## src/hdl/wsh_pkg.sv

```systemverilog
// Shared constants, types and helper functions of the streaming word hash.
// No dependencies; the design files of the block refer to it by scope.
package wsh_pkg;

	localparam logic [63:0] HASH_MULT = 64'h8803_55f2_1e6d_1965;
	localparam logic [63:0] MIX_MULT  = 64'h2127_599b_f432_5c37;
	localparam int MIX_SHIFT_A = 23;
	localparam int MIX_SHIFT_B = 47;

	localparam int WORD_W         = 64;
	localparam int HALF_W         = WORD_W / 2;
	localparam int BYTES_PER_WORD = WORD_W / 8;

	// Decoupling queue between front and back, and the result buffer.
	localparam int MID_DEPTH = 2;
	localparam int MID_PTR_W = (MID_DEPTH > 1) ? $clog2(MID_DEPTH) : 1;
	localparam int MID_CNT_W = $clog2(MID_DEPTH + 1);
	localparam int OUT_DEPTH = 2;
	localparam int OUT_PTR_W = (OUT_DEPTH > 1) ? $clog2(OUT_DEPTH) : 1;
	localparam int OUT_CNT_W = $clog2(OUT_DEPTH + 1);

	typedef enum logic [1:0] {
		MS_LO_LO,
		MS_LO_HI,
		MS_HI_LO
	} mul_step_t;

	typedef enum logic [1:0] {
		F_IDLE,
		F_MUL,
		F_HOLD
	} front_state_t;

	typedef enum logic [1:0] {
		B_IDLE,
		B_HMUL,
		B_FMUL,
		B_OUT
	} back_state_t;

	typedef struct packed {
		logic              start;
		logic [WORD_W-1:0] a;
		logic [WORD_W-1:0] b;
	} mul_req_t;

	typedef struct packed {
		logic              done;
		logic [WORD_W-1:0] prod;
	} mul_rsp_t;

	// Classified word as handed from front to back.
	typedef struct packed {
		logic [WORD_W-1:0] mixed;
		logic [WORD_W-1:0] lenm;
		logic              nz;
		logic              first;
		logic              last;
	} mid_item_t;

	function automatic logic [WORD_W-1:0] xs_a(input logic [WORD_W-1:0] x);
		return x ^ (x >> MIX_SHIFT_A);
	endfunction

	function automatic logic [WORD_W-1:0] xs_b(input logic [WORD_W-1:0] x);
		return x ^ (x >> MIX_SHIFT_B);
	endfunction

endpackage

```

## src/hdl/wsh_mul64.sv

```systemverilog
// Iterative 64x64 multiplier keeping the low 64 bits of the product.
// One 32x32 partial product per cycle: lo*lo, then lo*hi, then hi*lo; uses wsh_pkg.
module wsh_mul64 (
	input  logic              clk,
	input  logic              arst_n,
	input  wsh_pkg::mul_req_t req,
	output wsh_pkg::mul_rsp_t rsp
);

	logic                          busy_q;
	logic                          done_q;
	wsh_pkg::mul_step_t            step_q;
	logic [wsh_pkg::WORD_W-1:0]    a_q;
	logic [wsh_pkg::WORD_W-1:0]    b_q;
	logic [wsh_pkg::WORD_W-1:0]    acc_q;
	logic [wsh_pkg::HALF_W-1:0]    op_x;
	logic [wsh_pkg::HALF_W-1:0]    op_y;
	logic [wsh_pkg::WORD_W-1:0]    part;

	// lo*lo fills the accumulator, the two cross terms only touch its upper half
	always_comb begin
		unique case (step_q)
			wsh_pkg::MS_LO_LO: begin
				op_x = a_q[wsh_pkg::HALF_W-1:0];
				op_y = b_q[wsh_pkg::HALF_W-1:0];
			end
			wsh_pkg::MS_LO_HI: begin
				op_x = a_q[wsh_pkg::HALF_W-1:0];
				op_y = b_q[wsh_pkg::WORD_W-1:wsh_pkg::HALF_W];
			end
			default: begin
				op_x = a_q[wsh_pkg::WORD_W-1:wsh_pkg::HALF_W];
				op_y = b_q[wsh_pkg::HALF_W-1:0];
			end
		endcase
	end

	assign part = op_x * op_y;

	always_ff @(posedge clk or negedge arst_n) begin
		if (!arst_n) begin
			busy_q <= 1'b0;
			done_q <= 1'b0;
			step_q <= wsh_pkg::MS_LO_LO;
		end else begin
			done_q <= 1'b0;
			if (req.start) begin
				busy_q <= 1'b1;
				step_q <= wsh_pkg::MS_LO_LO;
			end else if (busy_q) begin
				unique case (step_q)
					wsh_pkg::MS_LO_LO: step_q <= wsh_pkg::MS_LO_HI;
					wsh_pkg::MS_LO_HI: step_q <= wsh_pkg::MS_HI_LO;
					default: begin
						busy_q <= 1'b0;
						done_q <= 1'b1;
					end
				endcase
			end
		end
	end

	always_ff @(posedge clk) begin
		if (req.start) begin
			a_q <= req.a;
			b_q <= req.b;
		end else if (busy_q) begin
			if (step_q == wsh_pkg::MS_LO_LO)
				acc_q <= part;
			else
				acc_q[wsh_pkg::WORD_W-1:wsh_pkg::HALF_W] <=
					acc_q[wsh_pkg::WORD_W-1:wsh_pkg::HALF_W] + part[wsh_pkg::HALF_W-1:0];
		end
	end

	assign rsp.done = done_q;
	assign rsp.prod = acc_q;

endmodule

```

## src/hdl/wsh_front.sv

```systemverilog
// Front end: takes message words, masks the tail bytes and runs the word mix
// and the length product on two wsh_mul64 units; uses wsh_pkg.
module wsh_front (
	input  logic               clk,
	input  logic               arst_n,
	input  logic               push,
	output logic               full,
	input  logic [63:0]        data_word,
	input  logic [3:0]         valid_bytes,
	input  logic               first_word,
	input  logic               last_word,
	input  logic [31:0]        message_length,
	output logic               q_wr,
	output wsh_pkg::mid_item_t q_item,
	input  logic               q_full
);

	wsh_pkg::front_state_t      state_q;
	wsh_pkg::front_state_t      state_d;
	logic                       ready;
	logic                       accept;
	logic [3:0]                 nb;
	logic [wsh_pkg::WORD_W-1:0] masked;
	logic                       nz_q;
	logic                       first_q;
	logic                       last_q;
	wsh_pkg::mul_req_t          wmul_req;
	wsh_pkg::mul_rsp_t          wmul_rsp;
	wsh_pkg::mul_req_t          lmul_req;
	wsh_pkg::mul_rsp_t          lmul_rsp;

	// byte counts above eight saturate
	assign nb = (valid_bytes > 4'(wsh_pkg::BYTES_PER_WORD)) ?
		4'(wsh_pkg::BYTES_PER_WORD) : valid_bytes;

	always_comb begin
		for (int i = 0; i < wsh_pkg::BYTES_PER_WORD; i++)
			masked[i*8 +: 8] = (4'(i) < nb) ? data_word[i*8 +: 8] : 8'h00;
	end

	always_comb begin
		state_d = state_q;
		ready   = 1'b0;
		q_wr    = 1'b0;
		unique case (state_q)
			wsh_pkg::F_IDLE: begin
				ready = 1'b1;
			end
			wsh_pkg::F_MUL: begin
				if (wmul_rsp.done) begin
					if (!q_full) begin
						q_wr    = 1'b1;
						ready   = 1'b1;
						state_d = wsh_pkg::F_IDLE;
					end else begin
						state_d = wsh_pkg::F_HOLD;
					end
				end
			end
			wsh_pkg::F_HOLD: begin
				if (!q_full) begin
					q_wr    = 1'b1;
					ready   = 1'b1;
					state_d = wsh_pkg::F_IDLE;
				end
			end
			default: state_d = wsh_pkg::F_IDLE;
		endcase
		if (push && ready)
			state_d = wsh_pkg::F_MUL;
	end

	assign full   = !ready;
	assign accept = push && ready;

	always_ff @(posedge clk or negedge arst_n) begin
		if (!arst_n)
			state_q <= wsh_pkg::F_IDLE;
		else
			state_q <= state_d;
	end

	always_ff @(posedge clk) begin
		if (accept) begin
			nz_q    <= (nb != 4'd0);
			first_q <= first_word;
			last_q  <= last_word;
		end
	end

	assign wmul_req.start = accept;
	assign wmul_req.a     = wsh_pkg::xs_a(masked);
	assign wmul_req.b     = wsh_pkg::MIX_MULT;
	assign lmul_req.start = accept;
	assign lmul_req.a     = {32'h0, message_length};
	assign lmul_req.b     = wsh_pkg::HASH_MULT;

	wsh_mul64 u_word_mul (
		.clk    (clk),
		.arst_n (arst_n),
		.req    (wmul_req),
		.rsp    (wmul_rsp)
	);

	wsh_mul64 u_len_mul (
		.clk    (clk),
		.arst_n (arst_n),
		.req    (lmul_req),
		.rsp    (lmul_rsp)
	);

	// products hold in the multipliers until the next accepted word
	assign q_item.mixed = wsh_pkg::xs_b(wmul_rsp.prod);
	assign q_item.lenm  = lmul_rsp.prod;
	assign q_item.nz    = nz_q;
	assign q_item.first = first_q;
	assign q_item.last  = last_q;

endmodule

```

## config.mk

```make
export PLATFORM = sky130hd
export DESIGN_NAME = wsh_front
export DESIGN_NICKNAME = d
export VERILOG_FILES = /design/src/hdl/wsh_pkg.sv /design/src/hdl/wsh_mul64.sv /design/src/hdl/wsh_front.sv
export SDC_FILE = /design/constraint.sdc
export NUM_CORES = 2
export LEC_CHECK = 0
export ABC_AREA = 1
export BUFFER_PORTS_ARGS = -buffer_cell sky130_fd_sc_hd__buf_2
export CELL_PAD_IN_SITES_DETAIL_PLACEMENT = 2
export CELL_PAD_IN_SITES_GLOBAL_PLACEMENT = 2
export CORE_MARGIN = 2
export CORE_UTILIZATION = 30
export DETAILED_ROUTE_END_ITERATION = 8
export PLACE_DENSITY = 0.61
export SLEW_MARGIN = 20
export SYNTH_ARGS = -nofsm -noshare
export SYNTH_HDL_FRONTEND = slang
export SYNTH_SLANG_ARGS = --single-unit
```

## constraint.sdc

```tcl
create_clock -name clk -period 10.7 [get_ports clk]
set_clock_uncertainty 0.2 [all_clocks]
set_input_delay 0 -clock clk [delete_from_list [all_inputs] [get_ports clk]]
set_output_delay 0 -clock clk [all_outputs]
set_load 0.01 [all_outputs]
```

Yosys cells after proc, flatten, opt, wreduce, memory -nomap -nowiden

Index checks and enable logic that the tools add are counted.

Flip-flop bits (word level): 236
Input port bits: 106
Output and inout bits: 133
Word-level logic and storage cells: 96

Add/subtract/negate cells: 2
Multiply operators: 2
$lt $le $gt $ge: 9
Equal/unequal tests: 7
Muxes and demuxes: 39
Bitwise logic cells: 3
Reduce and logical (&&, ||, !) cells: 19

Operators by type and width:

| operator           | number |
|---|---|
| $mux 32            | 6 |
| $mul 32x32->64     | 2 |
| $add 32x32->32     | 2 |
| $mux 8             | 8 |
| $xor 64x17->64     | 1 |
| $xor 64x41->64     | 1 |
| $lt 3x4->1 const A | 4 |
| $mux 2             | 8 |
| $mux 1             | 11 |
| $reduce_and 3->1   | 3 |
| $lt 1x4->1 const A | 2 |
| $lt 2x4->1 const A | 2 |
| $pmux 2 s2         | 2 |
| $reduce_and 2->1   | 4 |
| $eq 2x1->1 const B | 3 |
| $logic_not 2->1    | 3 |
| $pmux 2 s3         | 1 |
| $reduce_bool 3->1  | 2 |
| $gt 4x4->1 const B | 1 |
| $mux 4             | 1 |
| $reduce_bool 2->1  | 2 |
| $reduce_bool 4->1  | 1 |
| $reduce_or 2->1    | 2 |
| $ne 3x2->1 const B | 1 |
| other kinds (8)    | 8 |

Longest topological paths before layout

Word-level depth: 6
Mapped depth: 46
Mapped depth without buffers: 45

Cells and area by module

Synthesis repeated with hierarchy kept, for this count alone.

Cell total of the unflattened synthesis: 10,047
Area, all modules: 85,723.5 µm²

By module, submodules not included:

| module                  | times used | cells each | area each (µm²) | sequential area each (µm²) |
|---|---|---|---|---|
| wsh_mul64 at u_word_mul | 1          | 4,895      | 42,172.9        | 5,865.6 |
| wsh_mul64 at u_len_mul  | 1          | 4,895      | 42,155.4        | 5,865.6 |
| wsh_front               | 1          | 257        | 1,395.1         | 140.1 |

Least setup slack after synthesis

OpenSTA, ideal clock, no wires.

Path type: flip-flop to flip-flop
From: register u_word_mul.step_q[1]
To: register u_word_mul.acc_q[59] (netlist name) (data pin)
Library setup time: 0.254 ns
Arrival time: 8.455 ns
Path slack: 1.791 ns
Stages on the path, launching flop included: 35
Path buffers: 2
Period minus slack after synthesis: 8.909 ns
Path through: dfrtp_1 -> buf_2 -> buf_4 -> o21ai_0 -> inv_1 -> nor2_1 -> fa_1 -> inv_1 -> fa_1 -> fa_1 -> fa_1 -> inv_1 -> fa_1 -> inv_1 -> fa_1 -> fa_1 -> fa_1 -> inv_1 -> ha_1 -> nand2_1 -> nor2_1 -> nand2_1 -> nor2_1 -> nand2_1 -> nand3_1 -> xor2_1 -> ha_1 -> a21oi_1 -> o21ai_0 -> a21oi_1 -> a21boi_0 -> nand2_1 -> or2_1 -> nand3_1 -> nand2_1

Longest elaborated chain between the ends: 6

RTL lines:

| element                                       | RTL line        | RTL |
|---|---|---|
| start: declaration                            | wsh_mul64.sv:12 | `wsh_pkg::mul_step_t step_q;` |
| start signal: assignment                      | wsh_mul64.sv:44 | `step_q <= wsh_pkg::MS_LO_LO;` |
| start signal: assignment                      | wsh_mul64.sv:49 | `step_q <= wsh_pkg::MS_LO_LO;` |
| start signal: assignment                      | wsh_mul64.sv:52 | `wsh_pkg::MS_LO_LO: step_q <= wsh_pkg::MS_LO_HI;` |
| $eq 2x1->1 or $logic_not 2->1 (tied branches) | wsh_mul64.sv:22 | `unique case (step_q)` |
| $reduce_or 2->1 (no line)                     | --              |  |
| $mux 32                                       | wsh_mul64.sv:22 |  |
| $mul 32x32->64 (*)                            | wsh_mul64.sv:38 | `assign part = op_x * op_y;` |
| net u_word_mul.part, one bit                  | wsh_mul64.sv:18 | `logic [wsh_pkg::WORD_W-1:0] part;` |
| $add 32x32->32 (*)                            | wsh_mul64.sv:72 | `acc_q[wsh_pkg::WORD_W-1:wsh_pkg::HALF_W] + part[wsh_pkg::HALF_W-1:0];` |
| $mux 32 (*)                                   | wsh_mul64.sv:68 | `if (step_q == wsh_pkg::MS_LO_LO)` |
| end signal: assignment                        | wsh_mul64.sv:69 | `acc_q <= part;` |
| end signal: indexed assignment                | wsh_mul64.sv:71 | `acc_q[wsh_pkg::WORD_W-1:wsh_pkg::HALF_W] <=` |
| end: declaration                              | wsh_mul64.sv:15 | `logic [wsh_pkg::WORD_W-1:0] acc_q;` |

Mark *: on every way through the listed nets, which the timed path passes. The rest lies on a longest branch.
A chain may end at the register's enable or synchronous reset.

Worst setup path after layout

From: register u_word_mul.step_q[1]
To: register u_word_mul.acc_q[56] (netlist name) (data pin)

Same word-level chain as after synthesis.

==> metrics.txt <==
Core Rows=169; CTS tree=yes; FF-to-FF Start=u_word_mul.step_q[1]; routed vias/inst=4.71; clock buffer depth=3; Hold Path End=u_word_mul.a_q[20]; FILL cells=23900; largest net degree at the start of global routing=71; Cells after DPL=10500; Slew Viols, Final=0; WS Path Type=flop to flop; Ys Warns=0; outcome=finished clean; synthesized cell area=63600 um2; die area=216000 um2; Seq/Total Area, Yosys=0.111; top cells by area, synth=fa_1, ha_1, inv_1; cell taking the most area after synthesis=fa_1; cell depth of the worst hold path=5; initial DRC count=2289; Clk Latency, worst-skew pair=660 ps; top_reg_cell synth=edfxtp_1; cell count after synthesis=7245; wire length per cell=26.2 um; multi-input logic area=48300 um2; Post-synth EDFFs=227; Post-CTS Setup Inserts=0; die boundary height=465 um; synth cell count leaders=inv_1, fa_1, ha_1; sequential cell area=7040 um2; fmax=0.0985 GHz; CP max FO=13; Port Buffers=238; Worst slew margin=0.288; Reg2Reg Setup Slack=550 ps; post-synth cell types=54; first-pass GRT wire length=417000 um; vias in the first global route=60500; Worst Path Required=10890 ps; crit-path most repeated cell=fa_1; post-route ant nets=0; Overall Global Routing Usage=0.267; final worst path period need=10150 ps; RSZ-0062 raised after global routing=no; DRC=0; number of synthesized register bits=236; Final period util=0.949; H-tree levels=2; layout cell share with drive strength beyond 1=0.0729; Die W=465 um; wirelength, routed=281000 um; worst min path class=input pin to flop; Root Buffer=clkbuf_16; initial antenna violation count=8; R2R depth=31; critical path launch point type=flop; clk slew on worst S/H paths=70 ps; Core Area=211000 um2; area grow syn2layout=14.3%; DP HPWL=250000 um; Nets=10100; I/O pins=239; setup TNS=0 ps; capturing element type of the critical path=flop; Max-Cap Viols=0; top-count cell post-synth=inv_1; final count of negative-setup-slack endpoints=0; Finished Layout Cells=10800; Routability Congestion=0.917; Post-synth ARST share=0.0381; global route overflow=0; length of the first detailed-routing pass in iterations=5; clk sinks=236; vias post-DR=50600; design area=72700 um2; final hold viol count=0; Synth Area per Inst=8.78 um2; HP Start=valid_bytes[1]; cts bufs inserted=38; critical path's slowest cell=xor2_1; Slowest Stage Delay on Critical Path=580 ps; initial core utilization=0.301; CP arrival=10340 ps; Worst-Margin Slew=1060 ps; Synth top area share=0.380; placed cell area=69500 um2; Crit Reg-Reg Endpoint=u_word_mul.acc_q[56]
-- worst max-delay path: cells and delay by family, from the launching register on --
kind,cells,cell delay [ps]
adders and majority gates,10,4810
xor gates and xnor gates,1,580
buffers and inverters,6,690
DFF,1,500
AOI/OAI and AO/OA,4,950
and+or+nand+nor,10,2150
-- registers in the layout, indices dropped and copies added (netlist names) --
name	count
last_q	1
first_q	1
u_len_mul.a_q	32
u_word_mul.step_q	2
u_word_mul.done_q	1
nz_q	1
state_q	2
u_len_mul.busy_q	1
u_word_mul.a_q	64
u_word_mul.acc_q	64
u_len_mul.step_q	2
u_len_mul.acc_q	64
u_word_mul.busy_q	1
-- cell type report --
class,instances,area share
inverter,2163,0.112
tap,2821,0.0485
sequential,236,0.0968
clock buffer,43,0.0133
timing repair buffer,602,0.0613
clock inverter,26,0.00363
multi-input combinational,4854,0.664
antenna,8,0.000275
-- stage by stage --
stage	setup slack [ps]	hold slack, ps	util
after global placement	408	-82.5	0.329
after CTS	329	0.972	0.344
after global routing	40.1	70.0	0.344
after floorplan	1790	-496	-
final	546	97.4	0.344
after detailed placement	417	-68.9	0.329
-- worst max path at each step --
stage / endpoint / from / cells past startpoint / slack (ps)
finish: u_word_mul.acc_q[56] / u_word_mul.step_q[1] / 31 / 550
global route: u_word_mul.acc_q[60] / u_word_mul.step_q[1] / 34 / 40
CTS: u_len_mul.acc_q[63] / u_len_mul.step_q[1] / 34 / 330
detailed placement: u_len_mul.acc_q[63] / u_len_mul.step_q[1] / 34 / 420
global placement: u_len_mul.acc_q[63] / u_len_mul.step_q[1] / 34 / 410
floorplan: u_word_mul.acc_q[59] / u_word_mul.step_q[1] / 34 / 1790
-- cell usage in the layout (no fill, tap or decap), drive strengths merged, types with 227 or more instances in the layout --
cell type  count
inv         2163
fa          1208
nand2        922
ha           911
nor2         623
buf          406
a21oi        281
nand3        234
o21ai        231
edfxtp       227
-- cell families after synthesis --
group           Yosys count  synth area share
compound gates          611            0.0527
other cells               2          0.000118
fa+ha+maj              2119             0.559
xor+xnor                130            0.0179
simple gates           1897             0.124
flops                   236             0.111
buf+inv                2250             0.136
-- routing by layer --
metal  GRT usage  part of all wire  vias to the layer above
li1            -                 -                    22900
met1       0.310              0.40                    26500
met2       0.495              0.52                      832
met3      0.0147             0.020                      394
met4       0.132             0.059                        0
met5           0                 0                        -
-- repair_timing --
action / CTS / global route
endpoints found under the setup margin: 0 / 2
gates resized for setup: 0 / 2
endpoints found under the hold margin: 116 / 0
hold buffers: 197 / 0
Power is not shown: default switching activity piles up to over one toggle a cycle in this logic, so the estimate is an artifact.
