**src/hdl/wsh_pkg.sv**
```systemverilog
// Shared constants, types and helper functions of the streaming word hash.
// No dependencies; the design files of the block refer to it by scope.
package wsh_pkg;

	localparam logic [63:0] HASH_MULT = 64'h8803_55f2_1e6d_1965;
	localparam logic [63:0] MIX_MULT  = 64'h2127_599b_f432_5c37;
	localparam int MIX_SHIFT_A = 23;
	localparam int MIX_SHIFT_B = 47;

	localparam int WORD_W         = 64;
	localparam int HALF_W         = WORD_W / 2;
	localparam int BYTES_PER_WORD = WORD_W / 8;

	// Decoupling queue between front and back, and the result buffer.
	localparam int MID_DEPTH = 2;
	localparam int MID_PTR_W = (MID_DEPTH > 1) ? $clog2(MID_DEPTH) : 1;
	localparam int MID_CNT_W = $clog2(MID_DEPTH + 1);
	localparam int OUT_DEPTH = 2;
	localparam int OUT_PTR_W = (OUT_DEPTH > 1) ? $clog2(OUT_DEPTH) : 1;
	localparam int OUT_CNT_W = $clog2(OUT_DEPTH + 1);

	typedef enum logic [1:0] {
		MS_LO_LO,
		MS_LO_HI,
		MS_HI_LO
	} mul_step_t;

	typedef enum logic [1:0] {
		F_IDLE,
		F_MUL,
		F_HOLD
	} front_state_t;

	typedef enum logic [1:0] {
		B_IDLE,
		B_HMUL,
		B_FMUL,
		B_OUT
	} back_state_t;

	typedef struct packed {
		logic              start;
		logic [WORD_W-1:0] a;
		logic [WORD_W-1:0] b;
	} mul_req_t;

	typedef struct packed {
		logic              done;
		logic [WORD_W-1:0] prod;
	} mul_rsp_t;

	// Classified word as handed from front to back.
	typedef struct packed {
		logic [WORD_W-1:0] mixed;
		logic [WORD_W-1:0] lenm;
		logic              nz;
		logic              first;
		logic              last;
	} mid_item_t;

	function automatic logic [WORD_W-1:0] xs_a(input logic [WORD_W-1:0] x);
		return x ^ (x >> MIX_SHIFT_A);
	endfunction

	function automatic logic [WORD_W-1:0] xs_b(input logic [WORD_W-1:0] x);
		return x ^ (x >> MIX_SHIFT_B);
	endfunction

endpackage

```
**src/hdl/wsh_mul64.sv**
```systemverilog
// Iterative 64x64 multiplier keeping the low 64 bits of the product.
// One 32x32 partial product per cycle: lo*lo, then lo*hi, then hi*lo; uses wsh_pkg.
module wsh_mul64 (
	input  logic              clk,
	input  logic              arst_n,
	input  wsh_pkg::mul_req_t req,
	output wsh_pkg::mul_rsp_t rsp
);

	logic                          busy_q;
	logic                          done_q;
	wsh_pkg::mul_step_t            step_q;
	logic [wsh_pkg::WORD_W-1:0]    a_q;
	logic [wsh_pkg::WORD_W-1:0]    b_q;
	logic [wsh_pkg::WORD_W-1:0]    acc_q;
	logic [wsh_pkg::HALF_W-1:0]    op_x;
	logic [wsh_pkg::HALF_W-1:0]    op_y;
	logic [wsh_pkg::WORD_W-1:0]    part;

	// lo*lo fills the accumulator, the two cross terms only touch its upper half
	always_comb begin
		unique case (step_q)
			wsh_pkg::MS_LO_LO: begin
				op_x = a_q[wsh_pkg::HALF_W-1:0];
				op_y = b_q[wsh_pkg::HALF_W-1:0];
			end
			wsh_pkg::MS_LO_HI: begin
				op_x = a_q[wsh_pkg::HALF_W-1:0];
				op_y = b_q[wsh_pkg::WORD_W-1:wsh_pkg::HALF_W];
			end
			default: begin
				op_x = a_q[wsh_pkg::WORD_W-1:wsh_pkg::HALF_W];
				op_y = b_q[wsh_pkg::HALF_W-1:0];
			end
		endcase
	end

	assign part = op_x * op_y;

	always_ff @(posedge clk or negedge arst_n) begin
		if (!arst_n) begin
			busy_q <= 1'b0;
			done_q <= 1'b0;
			step_q <= wsh_pkg::MS_LO_LO;
		end else begin
			done_q <= 1'b0;
			if (req.start) begin
				busy_q <= 1'b1;
				step_q <= wsh_pkg::MS_LO_LO;
			end else if (busy_q) begin
				unique case (step_q)
					wsh_pkg::MS_LO_LO: step_q <= wsh_pkg::MS_LO_HI;
					wsh_pkg::MS_LO_HI: step_q <= wsh_pkg::MS_HI_LO;
					default: begin
						busy_q <= 1'b0;
						done_q <= 1'b1;
					end
				endcase
			end
		end
	end

	always_ff @(posedge clk) begin
		if (req.start) begin
			a_q <= req.a;
			b_q <= req.b;
		end else if (busy_q) begin
			if (step_q == wsh_pkg::MS_LO_LO)
				acc_q <= part;
			else
				acc_q[wsh_pkg::WORD_W-1:wsh_pkg::HALF_W] <=
					acc_q[wsh_pkg::WORD_W-1:wsh_pkg::HALF_W] + part[wsh_pkg::HALF_W-1:0];
		end
	end

	assign rsp.done = done_q;
	assign rsp.prod = acc_q;

endmodule

```
**src/hdl/wsh_back.sv**
```systemverilog
// Back end: running hash recurrence, final mix and the result buffer.
// One shared wsh_mul64 serves both multiplies; uses wsh_pkg.
module wsh_back (
	input  logic               clk,
	input  logic               arst_n,
	input  logic [63:0]        seed,
	input  logic               q_empty,
	input  wsh_pkg::mid_item_t q_item,
	output logic               q_rd,
	output logic               empty,
	input  logic               pop,
	output logic [63:0]        hash_value
);

	wsh_pkg::back_state_t          state_q;
	wsh_pkg::back_state_t          state_d;
	logic [wsh_pkg::WORD_W-1:0]    run_q;
	logic [wsh_pkg::WORD_W-1:0]    run_d;
	logic                          run_en;
	logic                          last_q;
	logic [wsh_pkg::WORD_W-1:0]    h0;
	wsh_pkg::mul_req_t             mul_req;
	wsh_pkg::mul_rsp_t             mul_rsp;
	logic [wsh_pkg::WORD_W-1:0]    ob_mem_q [wsh_pkg::OUT_DEPTH];
	logic [wsh_pkg::OUT_PTR_W-1:0] ob_wr_q;
	logic [wsh_pkg::OUT_PTR_W-1:0] ob_rd_q;
	logic [wsh_pkg::OUT_CNT_W-1:0] ob_cnt_q;
	logic                          ob_full;
	logic                          ob_wr;
	logic                          ob_rd;

	assign h0 = q_item.first ? (seed ^ q_item.lenm) : run_q;

	always_comb begin
		state_d       = state_q;
		q_rd          = 1'b0;
		run_en        = 1'b0;
		run_d         = mul_rsp.prod;
		ob_wr         = 1'b0;
		mul_req.start = 1'b0;
		mul_req.a     = q_item.mixed ^ h0;
		mul_req.b     = wsh_pkg::HASH_MULT;
		unique case (state_q)
			wsh_pkg::B_IDLE: begin
				if (!q_empty) begin
					q_rd = 1'b1;
					if (q_item.nz) begin
						mul_req.start = 1'b1;
						state_d       = wsh_pkg::B_HMUL;
					end else begin
						// no bytes: hash passes unchanged
						run_en = 1'b1;
						run_d  = h0;
						if (q_item.last) begin
							mul_req.start = 1'b1;
							mul_req.a     = wsh_pkg::xs_a(h0);
							mul_req.b     = wsh_pkg::MIX_MULT;
							state_d       = wsh_pkg::B_FMUL;
						end
					end
				end
			end
			wsh_pkg::B_HMUL: begin
				if (mul_rsp.done) begin
					run_en = 1'b1;
					if (last_q) begin
						mul_req.start = 1'b1;
						mul_req.a     = wsh_pkg::xs_a(mul_rsp.prod);
						mul_req.b     = wsh_pkg::MIX_MULT;
						state_d       = wsh_pkg::B_FMUL;
					end else begin
						state_d = wsh_pkg::B_IDLE;
					end
				end
			end
			wsh_pkg::B_FMUL: begin
				if (mul_rsp.done) begin
					if (!ob_full) begin
						ob_wr   = 1'b1;
						state_d = wsh_pkg::B_IDLE;
					end else begin
						state_d = wsh_pkg::B_OUT;
					end
				end
			end
			wsh_pkg::B_OUT: begin
				if (!ob_full) begin
					ob_wr   = 1'b1;
					state_d = wsh_pkg::B_IDLE;
				end
			end
			default: state_d = wsh_pkg::B_IDLE;
		endcase
	end

	always_ff @(posedge clk or negedge arst_n) begin
		if (!arst_n) begin
			state_q <= wsh_pkg::B_IDLE;
			run_q   <= '0;
		end else begin
			state_q <= state_d;
			if (run_en)
				run_q <= run_d;
		end
	end

	always_ff @(posedge clk) begin
		if (q_rd)
			last_q <= q_item.last;
	end

	wsh_mul64 u_mul (
		.clk    (clk),
		.arst_n (arst_n),
		.req    (mul_req),
		.rsp    (mul_rsp)
	);

	// result buffer
	assign ob_full    = (ob_cnt_q == wsh_pkg::OUT_CNT_W'(wsh_pkg::OUT_DEPTH));
	assign empty      = (ob_cnt_q == '0);
	assign ob_rd      = pop && !empty;
	assign hash_value = ob_mem_q[ob_rd_q];

	always_ff @(posedge clk or negedge arst_n) begin
		if (!arst_n) begin
			ob_wr_q  <= '0;
			ob_rd_q  <= '0;
			ob_cnt_q <= '0;
		end else begin
			if (ob_wr)
				ob_wr_q <= (ob_wr_q == wsh_pkg::OUT_PTR_W'(wsh_pkg::OUT_DEPTH - 1)) ?
					'0 : ob_wr_q + 1'b1;
			if (ob_rd)
				ob_rd_q <= (ob_rd_q == wsh_pkg::OUT_PTR_W'(wsh_pkg::OUT_DEPTH - 1)) ?
					'0 : ob_rd_q + 1'b1;
			if (ob_wr && !ob_rd)
				ob_cnt_q <= ob_cnt_q + 1'b1;
			else if (ob_rd && !ob_wr)
				ob_cnt_q <= ob_cnt_q - 1'b1;
		end
	end

	always_ff @(posedge clk) begin
		if (ob_wr)
			ob_mem_q[ob_wr_q] <= wsh_pkg::xs_b(mul_rsp.prod);
	end

endmodule

```
**config.mk**
```make
export PLATFORM = sky130hd
export DESIGN_NAME = wsh_back
export DESIGN_NICKNAME = d
export VERILOG_FILES = /design/src/hdl/wsh_pkg.sv /design/src/hdl/wsh_mul64.sv /design/src/hdl/wsh_back.sv
export SDC_FILE = /design/constraint.sdc
export NUM_CORES = 2
export LEC_CHECK = 0
export ABC_AREA = 1
export BUFFER_PORTS_ARGS = -buffer_cell sky130_fd_sc_hd__clkbuf_2
export CORE_MARGIN = 2
export CORE_UTILIZATION = 41
export CTS_BUF_LIST = sky130_fd_sc_hd__clkbuf_4 sky130_fd_sc_hd__clkbuf_8
export CTS_CLUSTER_SIZE = 10
export DETAILED_ROUTE_END_ITERATION = 12
export PLACE_DENSITY = 0.61
export SETUP_SLACK_MARGIN = 0.05
export SYNTH_ARGS = -nofsm -noshare
export SYNTH_HDL_FRONTEND = slang
export SYNTH_HIERARCHICAL = 1
export SYNTH_SLANG_ARGS = --single-unit
export TNS_END_PERCENT = 10
```
**constraint.sdc**
```tcl
create_clock -name clk -period 15.85 [get_ports clk]
set_input_delay 3.9625 -clock clk [delete_from_list [all_inputs] [get_ports clk]]
set_output_delay 3.9625 -clock clk [all_outputs]
set_load 0.005 [all_outputs]
```
; After elaboration in Yosys (flattened, before gate mapping)
; Memory sizes are Yosys's and may differ from the RTL's.
; Cells that the tools add are included.
[totals]
elab_cells = 100
regBits = 267
mem_count = 1
in_bits = 199
mem_bits_rw = 128
[mem_list]
columns = name, depth, word_bits, read_ports, rd_clocked_by_memory_dff, wr, line_no
row1 = ob_mem_q, 2, 64, 1, 0, 1, wsh_back.sv:24  ; logic [wsh_pkg::WORD_W-1:0] ob_mem_q [wsh_pkg::OUT_DEPTH];
[op_classes]
mux = 47
n_addsub = 5
multipliers = 1
bitwise_logic = 6
reduce_logical = 17
n_eq_ne = 10
[ops]
columns = cell, count
row1 = $mux 129, 4
row2 = $pmux 129 s2, 1
row3 = $mux 64, 4
row4 = $mux 128, 1
row5 = $xor 64x41->64, 2
row6 = $xor 64x64->64, 2
row7 = $mux 32, 3
row8 = $mul 32x32->64, 1
row9 = $xor 64x17->64, 1
row10 = $add 32x32->32, 1
row11 = $mux 2, 12
row12 = $mux 1, 18
row13 = $pmux 2 s4, 1
row14 = $eq 2x2->1 const B, 3
row15 = $logic_not 2->1, 3
row16 = $reduce_and 5->1, 1
row17 = $eq 2x1->1 const B, 2
row18 = $ne 2x1->1 const B, 2
row19 = $ne 2x2->1 const B, 2
row20 = $pmux 1 s2, 2
row21 = $pmux 2 s2, 1
row22 = $reduce_and 2->1, 2
row23 = $reduce_bool 2->1, 2
row24 = $logic_and 1x1->1, 3
row25 = other kinds (9), 12

; Logic depth before layout (Yosys ltp)
[depth]
ltp_word = 9
mapped_depth = 46
depth_no_buf = 43

; Hierarchy
; Netlist, hierarchy kept.
[modules_own_cells]
columns = module, cells_per_inst, area_per_inst_um2, n_inst
row1 = wsh_mul64, 4899, 42062.8, 1
row2 = wsh_back, 1954, 13698.1, 1

; Worst setup path after synthesis
; No wires, ideal clock.
[synth_path]
path_kind = input to register
from = input port q_empty
to = register u_mul/acc_q[0] in the netlist's numbering (enable)
cell_stages = 6
setup_time_ps = 405
t_arrival_ps = 19355
setup_slack_ps = -3909
required_ps = 15445
n_path_buf = 0
path_cell_list = nor2_1 inv_1 o21ai_0 nor2_1 inv_1 nor2_1
[synth_rtl]
columns = item, line_no
row1 = "start, declared", wsh_back.sv:7  ; input logic q_empty,
row2 = "end signal, assigned", wsh_mul64.sv:69  ; acc_q <= part;
row3 = "end signal, assigned by index", wsh_mul64.sv:71  ; acc_q[wsh_pkg::WORD_W-1:wsh_pkg::HALF_W] <=
row4 = "end, declared", wsh_mul64.sv:15  ; logic [wsh_pkg::WORD_W-1:0] acc_q;

; Final worst setup path
[layout_path]
from = register u_mul.step_q[1]
to = register u_mul/acc_q[63] in the netlist's numbering (data pin)
[layout_between]
elab_chain_len = 6
elab_cells_between_ends = 8
classes_between = add/sub: 1 / mul: 1 / eq/ne: 1 / mux: 3 / reduce/logical: 2
[layout_lines]
columns = item, line_no
row1 = "start, declared", wsh_mul64.sv:12  ; wsh_pkg::mul_step_t step_q;
row2 = "start signal, assigned", wsh_mul64.sv:44  ; step_q <= wsh_pkg::MS_LO_LO;
row3 = "start signal, assigned", wsh_mul64.sv:49  ; step_q <= wsh_pkg::MS_LO_LO;
row4 = "start signal, assigned", wsh_mul64.sv:52  ; wsh_pkg::MS_LO_LO: step_q <= wsh_pkg::MS_LO_HI;
row5 = $eq 2x1->1 / $logic_not 2->1 (equally long branches), wsh_mul64.sv:22  ; unique case (step_q)
row6 = $reduce_or 2->1 (no line), --
row7 = $mux 32, wsh_mul64.sv:22
row8 = $mul 32x32->64 *, wsh_mul64.sv:38  ; assign part = op_x * op_y;
row9 = "named net u_mul.part, one bit", wsh_mul64.sv:18  ; logic [wsh_pkg::WORD_W-1:0] part;
row10 = $add 32x32->32 *, wsh_mul64.sv:72  ; acc_q[wsh_pkg::WORD_W-1:wsh_pkg::HALF_W] + part[wsh_pkg::HALF_W-1:0];
row11 = $mux 32 *, wsh_mul64.sv:68  ; if (step_q == wsh_pkg::MS_LO_LO)
; The timed path passes the listed nets; every way through them passes the cells marked *.
; A chain may end at the register's enable or synchronous reset.

==> results_dict.tcl <==
set metrics [dict create \
    slew_headroom 0.155 \
    clock_sinks 395 \
    critPathLaunchType "flop" \
    grt_max_degree 82 \
    die_area_sq_um 139000 \
    cpMostUsedCell "fa_1" \
    tritoncts "built" \
    max_stage_delay_ns 0.93 \
    postCtsHoldBufs 0 \
    vias 47700 \
    yosysWarningCount 6 \
    synth_cell_types 49 \
    clk_pin_slew_ns 0.07 \
    drtAntennaViolNets 0 \
    routed_wl_mm 212 \
    synth.avg_cell_area_sq_um 8.14 \
    worstPathArrival_ns 11.50 \
    slew_viol_final 0 \
    cap_violations 0 \
    min_period_ns 11.01 \
    grt_first_pass_wirelength_mm 317 \
    synth_area_leaders "fa_1 (32%), edfxtp_1 (17%), nand2_1 (12%)" \
    fin_setup_tns_ns 0 \
    drcViolationCount 0 \
    cts_root_buffer "clkbuf_8" \
    die_w_microns 373 \
    pin_count 265 \
    clkLatencyLatePin_ns 0.74 \
    drive_gt1_frac 0.0850 \
    ff_latch_area_sq_um 11500 \
    areaGrowthSynthToFinish_pct 8.26 \
    crit_type "reg -> reg" \
    finClkSkew_ns 0.0589 \
    crit_path_top_delay_cell "o21ai_2" \
    required_ns 16.35 \
    cp_max_fo 36 \
    drtIter0Drc 4954 \
    rsz0062_at_grt "no" \
    cts_made_buffers 70 \
    io_buffers 264 \
    yosysTopAreaCell "fa_1" \
    start_util 0.412 \
    synth_ff_type "edfxtp_1" \
    ys_seq_area_frac 0.206 \
    core_sq_um 135000 \
    ys_ff_latch 395 \
    grt_use_total 0.308 \
    clockBufferDepth 3 \
    post_cts_buffers 0 \
    die_y_microns 373 \
    fin_crit_sh 0.694 \
    synth_cells 6853 \
    yosysMostFrequentCell "nand2_1" \
    first_pass_iters 6 \
    num-fill-cells 13600 \
    multi_input_area_sq_um 38100 \
    post_cts_resized 0 \
    finalSetupViolations 0 \
    hold_viol 0 \
    antenna_found_initial 4 \
    place_congestion 0.999 \
    synth_area_sq_um 55800 \
    synth_common_cells "nand2_1 (1832), inv_1 (1340), fa_1 (897), nor2_1 (631), nand3_1 (326)" \
    dp_hpwl_mm 169 \
    run_status "finished clean" \
    yosysTopAreaCellShare 0.322 \
    viasPerCell 5.36 \
    grt-ovfl-total 0 \
    synthArstFlopShare 0.187 \
    fmax_mhz 90.9 \
    fin_nets 8444 \
    h-tree-depth 3 \
    wl_per_cell_microns 23.9 \
    critPathCaptureType "flop" \
    hold_path_class "reg -> reg" \
    rows 135 \
    worst_pin_slew_ns 1.27 \
    first_global_vias 48000 \
    synth_edf_count 321 \
]
stage by stage:
stage,worst slack [ns],hold WS [ns],cell area [sq um],utilization,cells
CTS,4.99,0.478,60400,0.446,8886
floorplan,1.27,0.440,55900,-,6886
finish,4.84,0.480,60400,0.446,8889
global route,4.23,0.499,60400,0.446,8888
detailed placement,4.99,0.460,58900,0.436,8761
global placement,4.97,0.452,58900,0.436,8761
critical path: cells and delay by family, from the launching register on:
family,cells,cell delay (ns)
buf+inv,5,1.11
simple gates,8,1.47
xor+xnor,1,0.30
flops,1,0.69
fa+ha+maj,10,4.87
compound gates,8,2.29
cell usage in the layout, fill, tap and decap left out, types with 7 or more instances in the layout:
master       n
a21boi_0     8
a21o_1       8
a21oi_1    206
buf_4       83
clkbuf_2   262
clkbuf_4    22
clkbuf_8    70
clkinv_1    21
clkinv_2    10
conb_1      35
dfrtp_1     72
edfxtp_1   321
fa_1       897
ha_1       296
inv_1     1339
inv_2       28
nand2_1   1832
nand3_1    326
nand3b_1    14
nand4_1     26
nor2_1     626
nor2_4       8
nor3_1      15
o211ai_1    15
o21a_1      15
o21ai_0    204
o21ai_1     30
o21ai_2     45
o21ai_4      7
o21bai_1    19
o22ai_1     26
or2_2       47
xnor2_1     43
xor2_1      89
path summary, 6_finish.rpt:
path | startpoint | end | slack, ns | depth (start not counted)
setup / recovery | u_mul/step_q[1]$_DFFE_PN0P_ | u_mul/acc_q[63]$_DFFE_PP_ | 4.84 | 32
hold / removal | run_q[16]$_DFFE_PN0P_ | run_q[16]$_DFFE_PN0P_ | 0.48 | 2
setup reg to reg | u_mul/step_q[1]$_DFFE_PN0P_ | u_mul/acc_q[63]$_DFFE_PP_ | 4.84 | 32
hold reg to reg | run_q[16]$_DFFE_PN0P_ | run_q[16]$_DFFE_PN0P_ | 0.48 | 2
max in group asynchronous | arst_n | u_mul/step_q[1]$_DFFE_PN0P_ | 11.39 | 2
min in group asynchronous | arst_n | run_q[45]$_DFFE_PN0P_ | 3.13 | 1
layout make-up:
type,count,share of cell area
clock inverters,33,0.00479
inverters,1376,0.0856
well taps,1781,0.0369
flip-flops and latches,395,0.190
multi-input cells,4864,0.631
diodes,3,0.000124
repair buffers,345,0.0320
clock buffers,92,0.0187
registers in the layout (all words and copies together), names as in the netlist:
register	count
state_q	2
u_mul/busy_q	1
ob_rd_q	1
last_q	1
u_mul/acc_q	64
ob_wr_q	1
u_mul/b_q	64
run_q	64
u_mul/step_q	2
u_mul/a_q	64
u_mul/done_q	1
ob_cnt_q	2
ob_mem_q	128
logic make-up (layout without fill, tap and decap cells):
group / Yosys count / in the layout / share of synthesized area
adders and majority gates: 1193 / 1193 / 0.388
xor gates and xnor gates: 132 / 132 / 0.0207
other: 2 / 38 / 0.000135
DFF: 395 / 395 / 0.206
buffers and inverters: 1627 / 1846 / 0.114
and+or+nand+nor: 2907 / 2907 / 0.209
AOI/OAI and AO/OA: 597 / 597 / 0.0611
metal layers:
metal  track usage  vias up  wire length, microns
met5             0        -                     0
li1              -    21100                     -
met3        0.0634      380                 21100
met4         0.103        0                  8410
met2         0.476     2328                 94100
met1         0.431    23800                 88500
Power is left out: the tool's default activity adds up to more than one toggle a clock period on the data nets, which glitch-free logic cannot reach.
