--- src/hdl/wsh_pkg.sv ---
// Shared constants, types and helper functions of the streaming word hash.
// No dependencies; the design files of the block refer to it by scope.
package wsh_pkg;

	localparam logic [63:0] HASH_MULT = 64'h8803_55f2_1e6d_1965;
	localparam logic [63:0] MIX_MULT  = 64'h2127_599b_f432_5c37;
	localparam int MIX_SHIFT_A = 23;
	localparam int MIX_SHIFT_B = 47;

	localparam int WORD_W         = 64;
	localparam int HALF_W         = WORD_W / 2;
	localparam int BYTES_PER_WORD = WORD_W / 8;

	// Decoupling queue between front and back, and the result buffer.
	localparam int MID_DEPTH = 2;
	localparam int MID_PTR_W = (MID_DEPTH > 1) ? $clog2(MID_DEPTH) : 1;
	localparam int MID_CNT_W = $clog2(MID_DEPTH + 1);
	localparam int OUT_DEPTH = 2;
	localparam int OUT_PTR_W = (OUT_DEPTH > 1) ? $clog2(OUT_DEPTH) : 1;
	localparam int OUT_CNT_W = $clog2(OUT_DEPTH + 1);

	typedef enum logic [1:0] {
		MS_LO_LO,
		MS_LO_HI,
		MS_HI_LO
	} mul_step_t;

	typedef enum logic [1:0] {
		F_IDLE,
		F_MUL,
		F_HOLD
	} front_state_t;

	typedef enum logic [1:0] {
		B_IDLE,
		B_HMUL,
		B_FMUL,
		B_OUT
	} back_state_t;

	typedef struct packed {
		logic              start;
		logic [WORD_W-1:0] a;
		logic [WORD_W-1:0] b;
	} mul_req_t;

	typedef struct packed {
		logic              done;
		logic [WORD_W-1:0] prod;
	} mul_rsp_t;

	// Classified word as handed from front to back.
	typedef struct packed {
		logic [WORD_W-1:0] mixed;
		logic [WORD_W-1:0] lenm;
		logic              nz;
		logic              first;
		logic              last;
	} mid_item_t;

	function automatic logic [WORD_W-1:0] xs_a(input logic [WORD_W-1:0] x);
		return x ^ (x >> MIX_SHIFT_A);
	endfunction

	function automatic logic [WORD_W-1:0] xs_b(input logic [WORD_W-1:0] x);
		return x ^ (x >> MIX_SHIFT_B);
	endfunction

endpackage

--- src/hdl/wsh_queue.sv ---
// Two-entry queue of classified words between the front and the back.
// Item type and depth come from wsh_pkg.
module wsh_queue (
	input  logic               clk,
	input  logic               arst_n,
	input  logic               wr_en,
	input  wsh_pkg::mid_item_t wr_item,
	output logic               q_full,
	input  logic               rd_en,
	output wsh_pkg::mid_item_t rd_item,
	output logic               q_empty
);

	wsh_pkg::mid_item_t                mem_q [wsh_pkg::MID_DEPTH];
	logic [wsh_pkg::MID_PTR_W-1:0]     wr_ptr_q;
	logic [wsh_pkg::MID_PTR_W-1:0]     rd_ptr_q;
	logic [wsh_pkg::MID_CNT_W-1:0]     cnt_q;
	logic                              do_wr;
	logic                              do_rd;

	assign q_full  = (cnt_q == wsh_pkg::MID_CNT_W'(wsh_pkg::MID_DEPTH));
	assign q_empty = (cnt_q == '0);
	assign do_wr   = wr_en && !q_full;
	assign do_rd   = rd_en && !q_empty;
	assign rd_item = mem_q[rd_ptr_q];

	always_ff @(posedge clk or negedge arst_n) begin
		if (!arst_n) begin
			wr_ptr_q <= '0;
			rd_ptr_q <= '0;
			cnt_q    <= '0;
		end else begin
			if (do_wr)
				wr_ptr_q <= (wr_ptr_q == wsh_pkg::MID_PTR_W'(wsh_pkg::MID_DEPTH - 1)) ?
					'0 : wr_ptr_q + 1'b1;
			if (do_rd)
				rd_ptr_q <= (rd_ptr_q == wsh_pkg::MID_PTR_W'(wsh_pkg::MID_DEPTH - 1)) ?
					'0 : rd_ptr_q + 1'b1;
			if (do_wr && !do_rd)
				cnt_q <= cnt_q + 1'b1;
			else if (do_rd && !do_wr)
				cnt_q <= cnt_q - 1'b1;
		end
	end

	always_ff @(posedge clk) begin
		if (do_wr)
			mem_q[wr_ptr_q] <= wr_item;
	end

endmodule

--- config.mk ---
export PLATFORM = sky130hd
export DESIGN_NAME = wsh_queue
export DESIGN_NICKNAME = d
export VERILOG_FILES = /design/src/hdl/wsh_pkg.sv /design/src/hdl/wsh_queue.sv
export SDC_FILE = /design/constraint.sdc
export NUM_CORES = 1
export LEC_CHECK = 0
export ABC_CLOCK_PERIOD_IN_PS = 6380
export BUFFER_PORTS_ARGS = -buffer_cell sky130_fd_sc_hd__buf_4
export CAP_MARGIN = 20
export CELL_PAD_IN_SITES_DETAIL_PLACEMENT = 1
export CELL_PAD_IN_SITES_GLOBAL_PLACEMENT = 1
export CORE_MARGIN = 1
export CORE_UTILIZATION = 40
export CTS_BUF_LIST = sky130_fd_sc_hd__clkbuf_16
export CTS_CLUSTER_SIZE = 28
export DETAILED_ROUTE_END_ITERATION = 10
export PLACE_DENSITY = 0.78
export REMOVE_ABC_BUFFERS = 1
export SLEW_MARGIN = 30
export SYNTH_ARGS = -nofsm -noshare
export SYNTH_HDL_FRONTEND = slang
export SYNTH_SLANG_ARGS = --single-unit
--- constraint.sdc ---
create_clock -name clk -period 6.38 [get_ports clk]
set_clock_uncertainty 0.2 [all_clocks]
set_input_delay 0.957 -clock clk [delete_from_list [all_inputs] [get_ports clk]]
set_output_delay 0.957 -clock clk [all_outputs]
set_load 0.05 [all_outputs]
After elaboration in Yosys (flattened, before gate mapping)
Memories as Yosys holds them, arrays and structs flattened. Cells that the tools add are included.

Muxes and demuxes: 6. Reduce and logical (&&, ||, !) cells: 10. Equal/unequal tests: 1. Add/subtract/negate cells: 4.

Operator list (count): 1-bit logical AND (4); 1-bit logical NOT (4); 1-bit 2-to-1 mux (4); 2-bit 2-to-1 mux (2); 1-bit adder (second input constant) (2); 2-bit by 1-bit adder with 2-bit output (second input constant) (1); 2-bit equality test (second input constant) (1); 2-bit logical NOT (1); 2-bit nonzero test (1); 2-bit by 1-bit subtractor with 2-bit output (second input constant) (1).

Word-level logic and storage cells: 25. Memories kept: 1. Register bits: 4. RAM bits: 262. Output and inout port bits: 133. Bits of input ports: 135.

Memory list: mem_q (words 2, width 131, read ports 1, clocked after Yosys merged registers in 0, wr ports 1, RTL line wsh_queue.sv:14) `wsh_pkg::mid_item_t mem_q [wsh_pkg::MID_DEPTH];`.

Logic depth before layout (Yosys ltp)
Gate-level depths: netlist (run 1).

Word-level depth: 7. Mapped depth: 7. Depth with buffers taken out: 7.

Least setup slack after synthesis (run 1)
OpenSTA, ideal clock, no wires.

Kind: input -> register. Start: in wr_en. End: mem mem_q[0][0] (netlist name) (enable). Stages: 2. Setup time: 623 ps. Buffers on the path: 0. Data arrival time: 6488 ps. Setup slack: -931 ps. Required time: 5557 ps. Path through: nand2_1 -> nor2_1.

Word-level cells in the longest chain between the ends: 3.

Ends and longest elaborated chain: from (decl) (RTL line wsh_queue.sv:6) `input logic wr_en,`; 1-bit logical AND (RTL line wsh_queue.sv:23) `assign do_wr = wr_en && !q_full;`; 1-bit 2-to-1 mux (RTL line wsh_queue.sv:47) `if (do_wr)`; 1-bit 2-to-1 mux (not written as such) (RTL line wsh_queue.sv:48) `mem_q[wr_ptr_q] <= wr_item;`; to (decl) (RTL line wsh_queue.sv:14).

No other way between the ends.

==> reports/qor.txt, run 1 <==
TNS Setup: 0 ns
Critical-path maximum fanout: 75
FF-to-FF path depth: 3
Clk sink count: 266
Slowest-stage cell, CP: dfrtp_4
Iter 0 DRT Violations: 300
Iteration count of the initial detailed-routing pass: 4
Hpwl dp: 14200 um
H-tree depth: 1
Max-cap violations: 0
Syn Area/Cell: 23.4 um^2
Util after Layout: 0.544
Starting Density: 0.409
Commonest non-fill, non-tap cell in the layout: buf_4
# diodes: 0
Global placement routability congestion: 0.748
Routed via count: 4961
Syn. warnings: 0
Highest metal used: met4
FILL cells: 2241
Syn Std Cell Area: 9980 um^2
Highest Clock Rate: 286 MHz
Clock buffer depth: 3
I/O pin count: 268
CTS Root Cell: clkbuf_16
Met3 routed WL: 1500 um
Drt wl/cell: 20.0 um
CP Cell Sequence: buf_12, mux2_2, buf_4
Core ar.: 24400 um^2
Crit start category: flip-flop
Largest net degree at the start of global routing: 76
Port Buf Inserts: 267
Final hold vios: 0
Post-DP Area: 12300 um^2
Vias per cell: 4.68
Worst R2R Setup Slack: 3.79 ns
Final Critical Period: 3.50 ns
Most frequent cells in the layout: buf_4 (269), edfxtp_1 (262), mux2_4 (80), mux2_2 (51), clkbuf_16 (29)
Core Rows: 57
Die X: 160 um
Post-Route M1 WL: 8280 um
CP max stage delay: 0.64 ns
Leakage power: 5.19 nW
Mapped Cells: 427
CP delay by family, top: flip-flops
First-pass GRT wire length: 31900 um
Layout cell share with drive strength beyond 1: 0.603
Number of global-route vias before repair: 5576
Gr ovfl total: 0
WP buf/inv: 2
Die Y: 160 um
Post-CTS Setup Bufs: 0
P per Cell Area: 553 nW/um^2
Final std cells w/o fill: 1060
Worst r2r src: cnt_q[0]
Seq/Total Area, Yosys: 0.798
Slew of the pin with the lowest slew margin: 0.795 ns
Kind of end point of the critical path: output port
Met2 routed WL: 11000 um
Setup CP Type: flip-flop to output port
Max Slew Vio Count: 0
Worst Hold Depth: 1
HP Start: wr_ptr_q
Hold_buf cts: 1
Flops & latches, synth: 266
VDD IR max: 324 uV
Status: finished, final reports clean
Post-synth cell types: 16
Clk pin slew, worst setup/hold paths: 0.06 ns
Relative slew slack: 0.470
Total CTS buffers: 28
Worst R2R End: mem_q[1][5]
Initial antenna violation count: 0
Post-CTS resize count: 0
Clock Latency Late Sink: 0.53 ns
Area growth, synth to finish: 32.8%
Placed instance count: 1008
Post-route cell area: 13300 um^2
Final period util: 0.549
Net count, final: 852
CTS tree: yes
Hold worst-path end: wr_ptr_q
RSZ-0062 raised after global routing: no
Worst Hold Class: flip-flop to flip-flop
DIE AREA: 25600 um^2
Total GRT Usage: 0.161
Final routed DRC violation total: 0
Critical Path RT: 5.22 ns
Post-DRT Antenna Nets: 0
Worst EP arrival: 2.34 ns
Setup violators final: 0
Final WL: 21200 um
-- Yosys cell counts, drive strengths merged --
cell | instances | area, um^2
and3 | 1 | 6.26
buf | 15 | 141
dfrtp | 4 | 100
edfxtp | 262 | 7870
ha | 1 | 12.5
inv | 2 | 7.51
mux2 | 131 | 1780
nand2 | 1 | 3.75
nand2b | 1 | 6.26
nor2 | 3 | 11.3
o21ai | 1 | 5.00
xnor2 | 3 | 26.3
xor2 | 2 | 17.5
-- area by class of cell --
cell class / count / area, um^2 / share of cell area
sequential: 266 / 7970 / 0.601
tap: 324 / 405 / 0.0306
inverter: 2 / 7.51 / 0.000566
multi-input combinational: 144 / 1880 / 0.142
timing repair buffer: 274 / 2110 / 0.159
clock buffer: 29 / 726 / 0.0547
clock inverter: 21 / 164 / 0.0124
-- through the flow --
step           hold WS, ns  worst slack, ns  power [mW]
2_1_floorplan        0.261           -0.931        5.06
3_3_place_gp         0.297             2.98        5.72
3_5_place_dp         0.349             2.95        5.82
4_1_cts              0.362             2.36        7.41
5_1_grt              0.380             2.80        7.58
6_report             0.365             2.88        7.33
-- per-layer routing --
metal,vias up,track usage
li1,2267,-
met5,-,0
met1,2483,0.187
met3,32,0.0447
met4,0,0.0459
met2,179,0.290
-- state kept, by name, indices dropped and copies added, names as in the netlist --
name and cells:
cnt_q 2, mem_q 262, rd_ptr_q 1, wr_ptr_q 1
-- how the worst max path moves through the flow --
stage | to | startpoint | depth (start not counted)
3_3_place_gp | rd_item[124] | rd_ptr_q | 3
2_1_floorplan | mem_q[0][0] | wr_en | 2
4_1_cts | rd_item[124] | rd_ptr_q | 3
6_report | rd_item[13] | rd_ptr_q | 3
3_5_place_dp | rd_item[110] | rd_ptr_q | 3
5_1_grt | rd_item[13] | rd_ptr_q | 3
-- where the power goes --
part	leakage, nW	internal, mW	switching (mW)	total (mW)
combinational	2.25	1.12	2.11	3.23
sequential	2.48	2.40	0.137	2.53
clock	0.466	0.934	0.632	1.57
-- logic make-up (layout without fill, tap and decap cells) --
group,Yosys count,count (layout),synth area share
XOR/XNOR,5,5,0.00439
AO/OA/AOI/OAI,1,1,0.000501
multiplexers,131,131,0.178
flip-flops,266,266,0.798
AND/OR/NAND/NOR,6,6,0.00276
buffers and inverters,17,326,0.0149
adder cells (fa/ha/maj),1,1,0.00125
Power figures use the tool's default switching activity.
==> run 2: changes to the inputs <==
Settings changed: ABC_CLOCK_PERIOD_IN_PS 6380 to 3550, PLACE_DENSITY 0.78 to 0.76.
Clock period 6.38 ns to 3.55 ns, I/O delays scaled along.
==> run 2 against run 1 <==
First-iteration DRC count is 31% lower. Non-clock buffer count increased by 133. Combinational power increased by 88%. Total power increased by 80%. Register-to-register slack worse by 2.6 ns. Via count rose by 13%. Clock-buffer cell count unchanged. Sequential share of layout area decreased by 5.1 points.
==> reports/qor.txt, run 2 (synthesis results as in run 1) <==
CP startpoint: rd_ptr_q
Commonest non-fill, non-tap cell in the layout: buf_4
Port Buf Inserts: 267 (unchanged)
Final hold vios: 0 (unchanged)
DIE AREA: 25600 um^2 (unchanged)
Slew of the pin with the lowest slew margin: 0.929 ns (+0.134 ns)
Worst r2r src: cnt_q[0]
Vias per cell: 4.70 (+0.33%)
H-tree depth: 1 (unchanged)
Clk pin slew, worst setup/hold paths: 0.06 ns (about the same)
CTS Root Cell: clkbuf_16
Relative slew slack: 0.381 (-0.0891)
Die X: 160 um (unchanged)
Net count, final: 985 (+16%)
Kind of end point of the critical path: output port
Die Y: 160 um (unchanged)
Area growth, synth to finish: 45.3%
FILL cells: 2200 (-1.8%)
Worst Hold Class: primary input to async pin
Max Slew Vio Count: 0 (unchanged)
Post-DRT Antenna Nets: 0 (unchanged)
Clk sink count: 266 (unchanged)
Total GRT Usage: 0.195 (+0.0338)
Iter 0 DRT Violations: 207 (-31%)
Max-cap violations: 0 (unchanged)
Initial antenna violation count: 1 (+1)
Worst EP arrival: 2.23 ns (-0.11 ns)
Setup CP Type: flip-flop to output port
Placed instance count: 1011 (+0.30%)
Clock Latency Late Sink: 0.52 ns (about the same)
Final WL: 25400 um (+20%)
CTS tree: yes
Layout cell share with drive strength beyond 1: 0.511 (-0.0924)
Setup violators final: 0 (unchanged)
Critical Path RT: 2.82 ns (-2.40 ns)
Post-CTS Setup Bufs: 0 (unchanged)
Iteration count of the initial detailed-routing pass: 4 (unchanged)
Total CTS buffers: 28 (unchanged)
Core ar.: 24400 um^2 (unchanged)
Biggest regs: mem_q: 262 flops, cnt_q: 2 flops
Core Rows: 57 (unchanged)
FF-to-FF path depth: 3 (unchanged)
RSZ-0062 raised after global routing: no
Final period util: 0.834
Number of global-route vias before repair: 6435 (+15%)
Register area: 7970 um^2 (unchanged)
P per Cell Area: 912 nW/um^2 (+65%)
Multi-input logic area: 1880 um^2 (unchanged)
Post-CTS resize count: 0 (unchanged)
First-pass GRT wire length: 37500 um (+18%)
Worst R2R Setup Slack: 1.19 ns (-2.60 ns)
TNS Setup: 0 ns (unchanged)
VDD IR max: 576 uV (+78%)
Clock buffer depth: 3 (unchanged)
Critical-path maximum fanout: 104 (+39%)
Final routed DRC violation total: 0 (unchanged)
Hold_buf cts: 132 (+131)
Status: finished, final reports clean
Final std cells w/o fill: 1196 (+13%)
Routed via count: 5616 (+13%)
Largest Register: mem_q
Most frequent cells in the layout: buf_4 (273), edfxtp_1 (262), dlygate4sd3_1 (132), mux2_4 (80), mux2_2 (51)
Gr ovfl total: 0 (unchanged)
Leakage power: 5.72 nW (+10%)
Global placement routability congestion: 0.740 (-1.1%)
Hpwl dp: 14000 um (-1.2%)
Worst R2R End: mem_q[1][81]
Max reg flops: 262 (unchanged)
Final Critical Period: 2.96 ns
Starting Density: 0.409 (unchanged)
Highest Clock Rate: 338 MHz
Crit start category: flip-flop
I/O pin count: 268 (unchanged)
Largest net degree at the start of global routing: 105 (+38%)
Drt wl/cell: 21.3 um (+6.1%)
## run 2: changes by cell type in the layout (fill, tap and decap cells not counted), sizes merged
cell,before,now
bufinv,3,0
clkinvlp,0,2
dlygate4sd3,1,132
diode,0,1
clkinv,11,10
buf,273,275
inv,9,13
## run 2: area by class of cell
cell class / count / share of cell area
Timing Repair Buffer: 407 / 0.235
Tap cell: 324 / 0.0280
Clock buffer: 29 / 0.0500
Sequential cell: 266 / 0.550
Multi-Input combinational cell: 144 / 0.129
Clock inverter: 23 / 0.00690
Antenna cell: 1 / 0.000173
Inverter: 2 / 0.000518
## run 2: worst max-delay path by stage
| stage | endpoint | slack (ns) | depth (start not counted) |
|---|---|---|---|
| floorplan | mem_q[0][0] | -3.36 | 3 |
| global placement | rd_item[129] | 1.20 | 3 |
| detailed placement | rd_item[128] | 1.16 | 3 |
| CTS | rd_item[7] | 0.58 | 3 |
| global route | rd_item[99] | 0.52 | 3 |
| finish | rd_item[99] | 0.59 | 3 |
## run 2: critical path, stage by stage, from the launching register on
cell and delay, ns:
dfrtp_4 0.43, buf_12 0.50, mux2_2 0.42, buf_4 0.19
## run 2: power by group
| part | switching [mW] | internal (mW) |
|---|---|---|
| sequential | 0.215 | 4.30 |
| clock | 1.16 | 1.47 |
| combinational | 3.96 | 2.11 |
| total | 5.34 | 7.88 |
## run 2: per-stage QoR
| stage | total power [mW] | setup WS (ns) | util | instance area [um^2] | hold WS [ns] |
|---|---|---|---|---|---|
| 2_1_floorplan | 8.90 | -3.36 | - | 9840 | 0.0369 |
| 3_5_place_dp | 10.5 | 1.16 | 0.506 | 12400 | 0.133 |
| 6_report | 13.2 | 0.588 | 0.594 | 14500 | 0.139 |
| 3_3_place_gp | 10.3 | 1.20 | 0.506 | 12400 | 0.130 |
| 4_1_cts | 13.2 | 0.578 | 0.594 | 14500 | 0.115 |
| 5_1_grt | 13.7 | 0.519 | 0.594 | 14500 | 0.147 |
## run 2: routing by layer
layer,routed length (um),vias to the layer above,global-route usage
met2,14200,204,0.381
li1,-,2543,-
met5,0,-,0
met3,1420,46,0.0421
met1,9170,2823,0.206
met4,623,0,0.0589
==> run 3: changes to the inputs <==
Settings changed: ABC_CLOCK_PERIOD_IN_PS 3550 to 2500, PLACE_DENSITY 0.76 to 0.78.
Clock period 3.55 ns to 2.5 ns, I/O delays scaled along.
==> run 3 against run 2 <==
Cell area grew 2.5%. Combinational power up 44%. Non-clock buffer count grew 8. Sequential power up 42%. Utilization up 1.5 points. Clock-buffer cell count unchanged. Worst hold slack worse by 0.094 ns. Die area did not move. Critical path depth stayed put. Routed wire length fell by 2.2%. Largest power group unchanged.
==> reports/qor.txt, run 3 (synthesis results as in run 1) <==
Status: finished, final reports clean
DIE AREA: 25600 um^2 (unchanged)
Global placement routability congestion: 0.736 (-0.55%)
Largest net degree at the start of global routing: 98 (-6.7%)
Post-DRT Antenna Nets: 0 (unchanged)
Biggest regs: mem_q: 262 flops, cnt_q: 2 flops
Max-cap violations: 0 (unchanged)
Max reg flops: 262 (unchanged)
Commonest non-fill, non-tap cell in the layout: buf_4
Highest metal used: met4
Die Y: 160 um (unchanged)
Final period util: 0.995
Register area: 7970 um^2 (unchanged)
RSZ-0062 raised after global routing: yes
Crit start category: flip-flop
Final routed DRC violation total: 0 (unchanged)
Post-route cell area: 14900 um^2 (+2.5%)
Area growth, synth to finish: 48.9%
Iteration count of the initial detailed-routing pass: 4 (unchanged)
TNS Setup: 0 ns (unchanged)
Final hold vios: 0 (unchanged)
Clk pin slew, worst setup/hold paths: 0.06 ns (about the same)
Clk sink count: 266 (unchanged)
Clock Latency Late Sink: 0.53 ns (about the same)
Net count, final: 993 (+0.81%)
Total CTS buffers: 28 (unchanged)
Number of global-route vias before repair: 6501 (+1.0%)
Worst EP arrival: 1.91 ns (-0.32 ns)
Final WL: 24900 um (-2.2%)
FILL cells: 2129 (-3.2%)
Met2 routed WL: 13900 um (-2.5%)
Clock buffer depth: 3 (unchanged)
Worst Hold Class: primary input to flip-flop
Max Slew Vio Count: 0 (unchanged)
Routed via count: 5607 (-0.16%)
Kind of end point of the critical path: output port
Critical Path RT: 1.92 ns (-0.90 ns)
Vias per cell: 4.65 (-1.1%)
Setup CP Type: flip-flop to output port
P per Cell Area: 1330 nW/um^2 (+45%)
H-tree depth: 1 (unchanged)
Drt wl/cell: 20.6 um (-3.1%)
VDD IR max: 751 uV (+30%)
I/O pin count: 268 (unchanged)
Hpwl dp: 14600 um (+4.1%)
First-pass GRT wire length: 37300 um (-0.63%)
Total GRT Usage: 0.190 (-0.00482)
Die X: 160 um (unchanged)
Util after Layout: 0.609 (+0.0149)
CTS Root Cell: clkbuf_16
Post-Route M1 WL: 9300 um (+1.4%)
Highest Clock Rate: 402 MHz
Initial antenna violation count: 4 (+3)
Post-DP Area: 12500 um^2 (+0.95%)
Iter 0 DRT Violations: 286 (+38%)
Layout cell share with drive strength beyond 1: 0.524 (+0.0136)
Core Rows: 57 (unchanged)
CTS tree: yes
Gr ovfl total: 0 (unchanged)
Slew of the pin with the lowest slew margin: 0.589 ns (-0.340 ns)
Core ar.: 24400 um^2 (unchanged)
Critical-path maximum fanout: 32 (-69%)
Leakage power: 5.85 nW (+2.3%)
Most frequent cells in the layout: buf_4 (271), edfxtp_1 (262), dlygate4sd3_1 (134), mux2_4 (80), mux2_2 (51)
Largest Register: mem_q
Port Buf Inserts: 267 (unchanged)
Starting Density: 0.409 (unchanged)
Met3 routed WL: 1210 um (-15%)
Relative slew slack: 0.607 (+0.226)
Setup violators final: 0 (unchanged)
Multi-input logic area: 1880 um^2 (unchanged)
Final Critical Period: 2.49 ns
run 3: timing repair:
action                                 4_1_cts  5_1_grt
setup endpoints to repair                  120       38
hold buffers                               134        0
setup buffers                                2        0
endpoints found under the hold margin      267        0
gates resized for setup                      1        0
run 3: final timing paths:
path | cells past startpoint | slack, ns | start | end
max | 3 | 0.01 | rd_ptr_q | rd_item[111]
min | 3 | 0.05 | wr_en | wr_ptr_q
max reg2reg | 4 | 0.43 | cnt_q[0] | mem_q[0][57]
min reg2reg | 1 | 0.33 | cnt_q[1] | cnt_q[1]
max in group asynchronous | 3 | 1.31 | arst_n | rd_ptr_q
min in group asynchronous | 3 | 0.58 | arst_n | rd_ptr_q
run 3: worst max-delay path: stages, from the launching register on:
cell and delay (ns):
dfrtp_4 0.50, buf_12 0.26, mux2_2 0.39, buf_4 0.20
run 3: per-layer routing:
layer / vias up / global-route usage
met5: - / 0
met4: 0 / 0.0502
met3: 37 / 0.0374
met2: 182 / 0.367
met1: 2824 / 0.210
li1: 2564 / -
run 3: stage by stage:
step | setup slack [ns] | std cells | hold slack (ns) | power (mW)
floorplan | -4.41 | 412 | -0.121 | 11.2
global placement | 0.408 | 1015 | -0.0281 | 14.8
detailed placement | 0.338 | 1015 | -0.0249 | 15.0
CTS | -0.00530 | 1203 | 0.0183 | 19.8
global route | -0.0427 | 1207 | 0.0701 | 20.3
finish | 0.0113 | 1207 | 0.0451 | 19.7
run 3: layout make-up:
| cell class | instances | area share |
|---|---|---|
| timing repair buffer | 415 | 0.240 |
| tap | 324 | 0.0273 |
| clock buffer | 29 | 0.0488 |
| clock inverter | 23 | 0.0202 |
| sequential | 266 | 0.536 |
| multi-input combinational | 144 | 0.126 |
| antenna | 4 | 0.000673 |
| inverter | 2 | 0.000505 |
run 3: power breakdown:
group	internal, mW	switching, mW	leakage [nW]	total (mW)
Clock	2.84	1.70	0.511	4.53
Combinational	3.15	5.61	2.86	8.76
Sequential	6.10	0.325	2.48	6.43
Total	12.1	7.63	5.85	19.7
